<file path="config.mk">
export PLATFORM = sky130hd
export DESIGN_NAME = gup2x_emit_flat
export DESIGN_NICKNAME = d
export VERILOG_FILES = /design/src/rtl/core/gup2x_pkg.sv /design/src/rtl/core/gup2x_ifs.sv /design/src/rtl/core/gup2x_emit.sv /design/src/flat_wrapper.sv
export SDC_FILE = /design/constraint.sdc
export NUM_CORES = 1
export LEC_CHECK = 0
export BUFFER_PORTS_ARGS = -buffer_cell sky130_fd_sc_hd__clkbuf_2
export CAP_MARGIN = 25
export CORE_MARGIN = 10
export CORE_UTILIZATION = 50
export DETAILED_ROUTE_END_ITERATION = 12
export PLACE_DENSITY = 0.68
export SYNTH_ARGS = -nofsm -noshare
export SYNTH_HDL_FRONTEND = slang
export SYNTH_SLANG_ARGS = --single-unit
</file>
<file path="constraint.sdc">
create_clock -name clk -period 10.1 [get_ports clk]
set_input_delay 0 -clock clk [delete_from_list [all_inputs] [get_ports clk]]
set_output_delay 0 -clock clk [all_outputs]
set_load 0.02 [all_outputs]
</file>
<file path="src/rtl/core/gup2x_pkg.sv">
// shared widths, types and codes for the 2x midpoint grid upsampler
package gup2x_pkg;

	localparam int MAX_COLS    = 1024;
	localparam int MAX_ROWS    = 1024;
	localparam int SAMPLE_BITS = 16;

	localparam int COL_W     = $clog2(MAX_COLS);
	localparam int ROW_W     = $clog2(MAX_ROWS);
	localparam int DIM_W     = 11;
	localparam int IDX_W     = 11;
	localparam int CFG_IDX_W = 2;

	typedef logic signed [SAMPLE_BITS-1:0] sample_t;
	typedef logic [DIM_W-1:0]              dim_t;
	typedef logic [IDX_W-1:0]              idx_t;
	typedef logic [ROW_W-1:0]              row_t;
	typedef logic [COL_W-1:0]              col_t;
	typedef logic [CFG_IDX_W-1:0]          cfg_idx_t;

	localparam cfg_idx_t REG_SOURCE_ROWS = CFG_IDX_W'(0);
	localparam cfg_idx_t REG_SOURCE_COLS = CFG_IDX_W'(1);

	// output points of one item, in emission order
	typedef enum logic [1:0] {
		PT_CENTRE,
		PT_VERT,
		PT_HORIZ,
		PT_COPY
	} point_kind_t;

	// one source sample with its grid position
	typedef struct packed {
		row_t    row;
		col_t    col;
		sample_t cur;
		logic    endg;
	} job_t;

endpackage

</file>
<file path="src/rtl/core/gup2x_ifs.sv">


interface gup2x_out_if;
	logic                 valid;
	logic                 ready;
	gup2x_pkg::idx_t      out_row;
	gup2x_pkg::idx_t      out_col;
	gup2x_pkg::sample_t   value;
	logic                 last_of_run;
	logic                 end_of_grid;

	modport source (output valid, output out_row, output out_col, output value,
		output last_of_run, output end_of_grid, input ready);
	modport sink   (input valid, input out_row, input out_col, input value,
		input last_of_run, input end_of_grid, output ready);
endinterface


</file>
<file path="src/rtl/core/gup2x_emit.sv">
// point builder: averages one sample with its neighbors and emits up to four points
module gup2x_emit (
	input  logic              clk,
	input  logic              arst_n,
	input  logic              job_valid,
	output logic              job_ready,
	input  gup2x_pkg::job_t   job,
	input  gup2x_pkg::sample_t above,
	gup2x_out_if.source       points
);
	import gup2x_pkg::*;

	localparam int SUM4_W = SAMPLE_BITS + 2;
	localparam int SUM2_W = SAMPLE_BITS + 1;

	logic        busy_q;
	point_kind_t kind_q;
	sample_t     left_q;
	sample_t     left_above_q;

	row_t    row_s2;
	col_t    col_s2;
	logic    endg_s2;
	sample_t centre_s2;
	sample_t vert_s2;
	sample_t horiz_s2;
	sample_t copy_s2;

	logic signed [SUM4_W-1:0] sum4;
	logic signed [SUM2_W-1:0] sum_v;
	logic signed [SUM2_W-1:0] sum_h;
	point_kind_t first_kind;
	point_kind_t next_kind;
	logic        load;
	logic        take;
	idx_t        row_even;
	idx_t        col_even;

	assign sum4 = SUM4_W'(left_above_q) + SUM4_W'(above) + SUM4_W'(left_q) + SUM4_W'(job.cur);
	assign sum_v = SUM2_W'(above) + SUM2_W'(job.cur);
	assign sum_h = SUM2_W'(left_q) + SUM2_W'(job.cur);

	assign take      = points.valid && points.ready;
	assign job_ready = !busy_q || (take && kind_q == PT_COPY);
	assign load      = job_valid && job_ready;

	always_comb begin
		priority if (job.row != '0 && job.col != '0) begin
			first_kind = PT_CENTRE;
		end else if (job.row != '0) begin
			first_kind = PT_VERT;
		end else if (job.col != '0) begin
			first_kind = PT_HORIZ;
		end else begin
			first_kind = PT_COPY;
		end
	end

	always_comb begin
		unique case (kind_q)
			PT_CENTRE: next_kind = PT_VERT;
			PT_VERT:   next_kind = (col_s2 != '0) ? PT_HORIZ : PT_COPY;
			PT_HORIZ:  next_kind = PT_COPY;
			PT_COPY:   next_kind = PT_COPY;
			default:   next_kind = PT_COPY;
		endcase
	end

	always_ff @(posedge clk or negedge arst_n) begin
		if (!arst_n) begin
			busy_q       <= 1'b0;
			kind_q       <= PT_COPY;
			left_q       <= '0;
			left_above_q <= '0;
		end else if (load) begin
			busy_q       <= 1'b1;
			kind_q       <= first_kind;
			left_q       <= job.cur;
			left_above_q <= above;
		end else if (take && kind_q == PT_COPY) begin
			busy_q <= 1'b0;
		end else if (take) begin
			kind_q <= next_kind;
		end
	end

	always_ff @(posedge clk) begin
		if (load) begin
			row_s2    <= job.row;
			col_s2    <= job.col;
			endg_s2   <= job.endg;
			centre_s2 <= sample_t'(sum4 >>> 2);
			vert_s2   <= sample_t'(sum_v >>> 1);
			horiz_s2  <= sample_t'(sum_h >>> 1);
			copy_s2   <= job.cur;
		end
	end

	assign row_even = IDX_W'({row_s2, 1'b0});
	assign col_even = IDX_W'({col_s2, 1'b0});

	assign points.valid = busy_q;

	always_comb begin
		unique case (kind_q)
			PT_CENTRE: begin
				points.out_row = row_even - IDX_W'(1);
				points.out_col = col_even - IDX_W'(1);
				points.value   = centre_s2;
			end
			PT_VERT: begin
				points.out_row = row_even - IDX_W'(1);
				points.out_col = col_even;
				points.value   = vert_s2;
			end
			PT_HORIZ: begin
				points.out_row = row_even;
				points.out_col = col_even - IDX_W'(1);
				points.value   = horiz_s2;
			end
			PT_COPY: begin
				points.out_row = row_even;
				points.out_col = col_even;
				points.value   = copy_s2;
			end
			default: begin
				points.out_row = row_even;
				points.out_col = col_even;
				points.value   = copy_s2;
			end
		endcase
	end

	assign points.last_of_run = (kind_q == PT_COPY);
	assign points.end_of_grid = (kind_q == PT_COPY) && endg_s2;

endmodule

</file>
<file path="src/flat_wrapper.sv">
// flat-port wrapper written by rule: the top's interface ports become plain ports
module gup2x_emit_flat import gup2x_pkg::*;
  (clk, arst_n, job_valid, job_ready, job, above, points_valid, points_out_row, points_out_col, points_value, points_last_of_run, points_end_of_grid, points_ready);
  gup2x_out_if points_i ();
  input  logic clk;
  input  logic arst_n;
  input  logic job_valid;
  output logic job_ready;
  input  gup2x_pkg::job_t job;
  input  gup2x_pkg::sample_t above;
  output wire logic [$bits(points_i.valid)-1:0] points_valid;
  output wire logic [$bits(points_i.out_row)-1:0] points_out_row;
  output wire logic [$bits(points_i.out_col)-1:0] points_out_col;
  output wire logic [$bits(points_i.value)-1:0] points_value;
  output wire logic [$bits(points_i.last_of_run)-1:0] points_last_of_run;
  output wire logic [$bits(points_i.end_of_grid)-1:0] points_end_of_grid;
  input wire logic [$bits(points_i.ready)-1:0] points_ready;
  assign points_valid = points_i.valid;
  assign points_out_row = points_i.out_row;
  assign points_out_col = points_i.out_col;
  assign points_value = points_i.value;
  assign points_last_of_run = points_i.last_of_run;
  assign points_end_of_grid = points_i.end_of_grid;
  assign points_i.ready = points_ready;
  gup2x_emit u_core (.clk(clk), .arst_n(arst_n), .job_valid(job_valid), .job_ready(job_ready), .job(job), .above(above), .points(points_i));
endmodule
</file>
==> summary.txt <==
Adder-cell area share of the yosys netlist - 0.167
Initial Util - 0.512
Mean cell area of the mapped netlist - 11.1 um2
Proportion of layout cells with a drive suffix above 1 - 0.189
I/O pin count - 99
Clock-pin slew on the worst setup and hold paths - 50 ps
Total global routing track utilization - 0.184
Worst setup slack before clock tree synthesis - 6330 ps
DR iter-0 viols - 381
Maximum number of pins on one net before global-route repair - 78
Post-CTS Repair Setup Buffers - 0
First-pass GRT wire length - 30.2 mm
Detail Route Antenna Nets - 0
Internal power contribution - 2050 uW
Layout filler cell count - 1159
Slew @ Worst Pin - 830 ps
Total negative setup slack - 0 ps
Switching Share - 0.421
ANT cells - 0
Arrival time of the worst setup path - 4060 ps
Final Hold Vio Count - 0
Tightest slew margin relative to the limit - 0.447
Async set-or-reset flop fraction in the synthesized netlist - 0.292
Core Area - 15200 um2
Antenna violations before repair - 0
Crit path max-delay cell type - dfstp_2
Number of buffers created by CTS - 17
Final number of setup-violating endpoints - 0
Max frequency - 266 MHz
Leading post-synthesis cells by cell area - edfxtp_1 (33%), dfrtp_1 (11%), fa_1 (9.0%), ha_1 (7.7%), inv_1 (5.3%)
Overall die height - 145 um
Source of the worst register-to-register timing path - u_core.kind_q[0]
IR drop worst, VDD - 0.211 mV
Die area - 21000 um2
Total of max-cap violations - 0
Hold buffer count at cts - 56
H-tree depth - 4
Hold WC Path Type - in -> async
Critical Path RT - 10390 ps
Basic-gate share of the synthesized area counting and, or, nand and nor cells - 0.0879
Cell type with the largest total area after synthesis - edfxtp_1
End of the worst register-to-register path - u_core.left_q[0]
Clock share of power - 0.168
Clk Latency, worst-skew pair - 420 ps
Cell chain of the critical path - nand2_1 -> o21ai_0 -> and2_4 -> buf_4 -> mux2_2
Outcome - finished, final reports clean
Reg2reg setup slack - 6330 ps
Share of the synthesized netlist area taken by xor and xnor gates - 0.0675
Number of sinks driven by the clock tree - 120
Clock root buffer - clkbuf_16
HPWL after detailed placement - 13.7 mm
Length in cells of the worst reg-to-reg path - 5
Row cnt - 45
Fraction of synthesized cell area taken by the top area cell type - 0.328
Number of global-route vias before repair - 6030
Min Tclk post-route - 3770 ps
Cts repair resizes - 0
Static Leakage - 0.00424 uW
Logic gate share of total power - 0.569
Peak fanout along the critical path - 77
Dominant synthesized flop cell - edfxtp_1
Port buffer count - 98
Clock Skews - 17.2 ps
Synth cell types - 63
DRC violations left - 0
Width of the die - 145 um
Sequential share of power - 0.263
Longest Clk Path Bufs - 2
Warnings from Yosys - 0
Worst setup startpoint - u_core.kind_q[0]
Total nets after synthesis - 843
Reported net switching power - 1490 uW
Total Routed Length - 18.7 mm
WL per Instance - 17.6 um
Critical Path End Type - register
Worst Setup Start Kind - register
Part of the Yosys area used for sequential elements - 0.441
Commonest non-fill, non-tap cell in the layout - inv_1
Area fraction in compound gates after synthesis - 0.123
P&R area growth vs syn - 23.4%
TritonCTS clock tree - done
Final worst path period share - 0.373
Sum of overflow across all layers after global routing - 0
Largest stage delay on the critical path - 1050 ps
Number of vias in the routed layout - 5770
EDFF count, synth - 85
Final nets - 1005
Gate count after technology mapping - 703
Detailed-route vias per instance - 5.41
Main combinational cell family by area after synthesis - adder cells
Worst setup path endpoint - u_core.left_q[0]
Multiplexer share of the synthesized area - 0.0505
Post-synth design cell area - 7780 um2
Post-layout worst setup margin - 6330 ps
Routability Congestion - 0.868
Unrepaired setup endpoints after global routing - false
Max-slew violations - 0
Pwr Density - 368 nW/um2
Synthesized flop and latch total - 120
Top library cells by usage in the layout, fill and taps aside - inv_1 (110), clkbuf_2 (98), edfxtp_1 (85), nand2_1 (66), dlygate4sd3_1 (56)
Critical Setup Path Class - reg -> reg
Number of detailed-routing iterations run before antenna repair - 5
## state kept, by name (all words and copies together), names as in the netlist
register / count
u_core.endg_s2: 1
u_core.col_s2: 10
u_core.centre_s2: 16
u_core.row_s2: 10
u_core.left_above_q: 16
u_core.points.valid: 1
u_core.copy_s2: 16
u_core.left_q: 16
u_core.horiz_s2: 16
u_core.kind_q: 2
u_core.vert_s2: 16
## metal layers
metal  global-route usage  vias up  routed length [um]
li1                     -     2770                   -
met1                0.224     2796                8110
met3               0.0401       27                1100
met5                    0        -                   0
met4               0.0665        0                 408
met2                0.314      177                9100
## stage by stage
stage	hold WS, ps	std cells	instance area (um2)	util	total power (uW)
global placement	190	977	8450	0.556	2860
detailed placement	186	977	8450	0.556	2910
CTS	305	1065	9580	0.630	3550
floorplan	-296	703	7780	-	2420
finish	65.3	1066	9600	0.632	3540
global route	128	1066	9600	0.632	3810
## power groups by stage
stage	logic, uW	clock network [uW]	registers, uW
3_5_place_dp	1970	0	940
4_1_cts	2010	600	933
2_1_floorplan	1550	0	869
5_1_grt	2240	619	952
6_report	2010	593	931
3_3_place_gp	1930	0	932
## worst max-delay path: cells and delay by family, from the launching register on
family / cells / cell delay, ps
buf+inv: 1 / 760
flops: 1 / 1050
compound gates: 1 / 370
simple gates: 2 / 970
mux: 1 / 410
## worst min path at each step
stage / start / end / slack [ps] / cells past startpoint
detailed placement: job[0] / u_core.endg_s2 / 190 / 1
finish: arst_n / u_core.left_above_q[5] / 70 / 2
floorplan: arst_n / u_core.left_above_q[0] / -300 / 0
global route: arst_n / u_core.left_above_q[5] / 130 / 2
CTS: job[0] / u_core.endg_s2 / 300 / 2
global placement: job[0] / u_core.endg_s2 / 190 / 1
## logic make-up after synthesis
logic type               after synthesis
AO/OA/AOI/OAI                        152
XOR/XNOR                              60
adder cells (fa/ha/maj)               83
buffers and inverters                124
flip-flops                           120
multiplexers                          19
AND/OR/NAND/NOR                      145
## final cells by class
| class | instances | area, um2 | share of cell area |
|---|---|---|---|
| Inverter | 110 | 413 | 0.0430 |
| Clock inverter | 11 | 131 | 0.0137 |
| Clock buffer | 21 | 440 | 0.0459 |
| Sequential cell | 120 | 3430 | 0.357 |
| Timing Repair Buffer | 157 | 1090 | 0.113 |
| Tap cell | 188 | 235 | 0.0245 |
| Multi-Input combinational cell | 459 | 3870 | 0.403 |
## synth_stat cells (all sizes together), types with 3 or more instances
cell type,number
a211oi,8
a21o,10
a21oi,37
a31oi,7
and2,5
buf,8
clkbuf,6
dfrtp,33
edfxtp,85
fa,35
ha,48
inv,110
mux4,16
nand2,66
nand2b,5
nand3,10
nor2,27
nor2b,7
nor3,5
nor4,6
o211ai,4
o21a,5
o21ai,58
o21bai,3
o41ai,3
or3,4
or4,3
xnor2,31
xor2,29
Note: power is estimated with default switching activity, not from simulation.
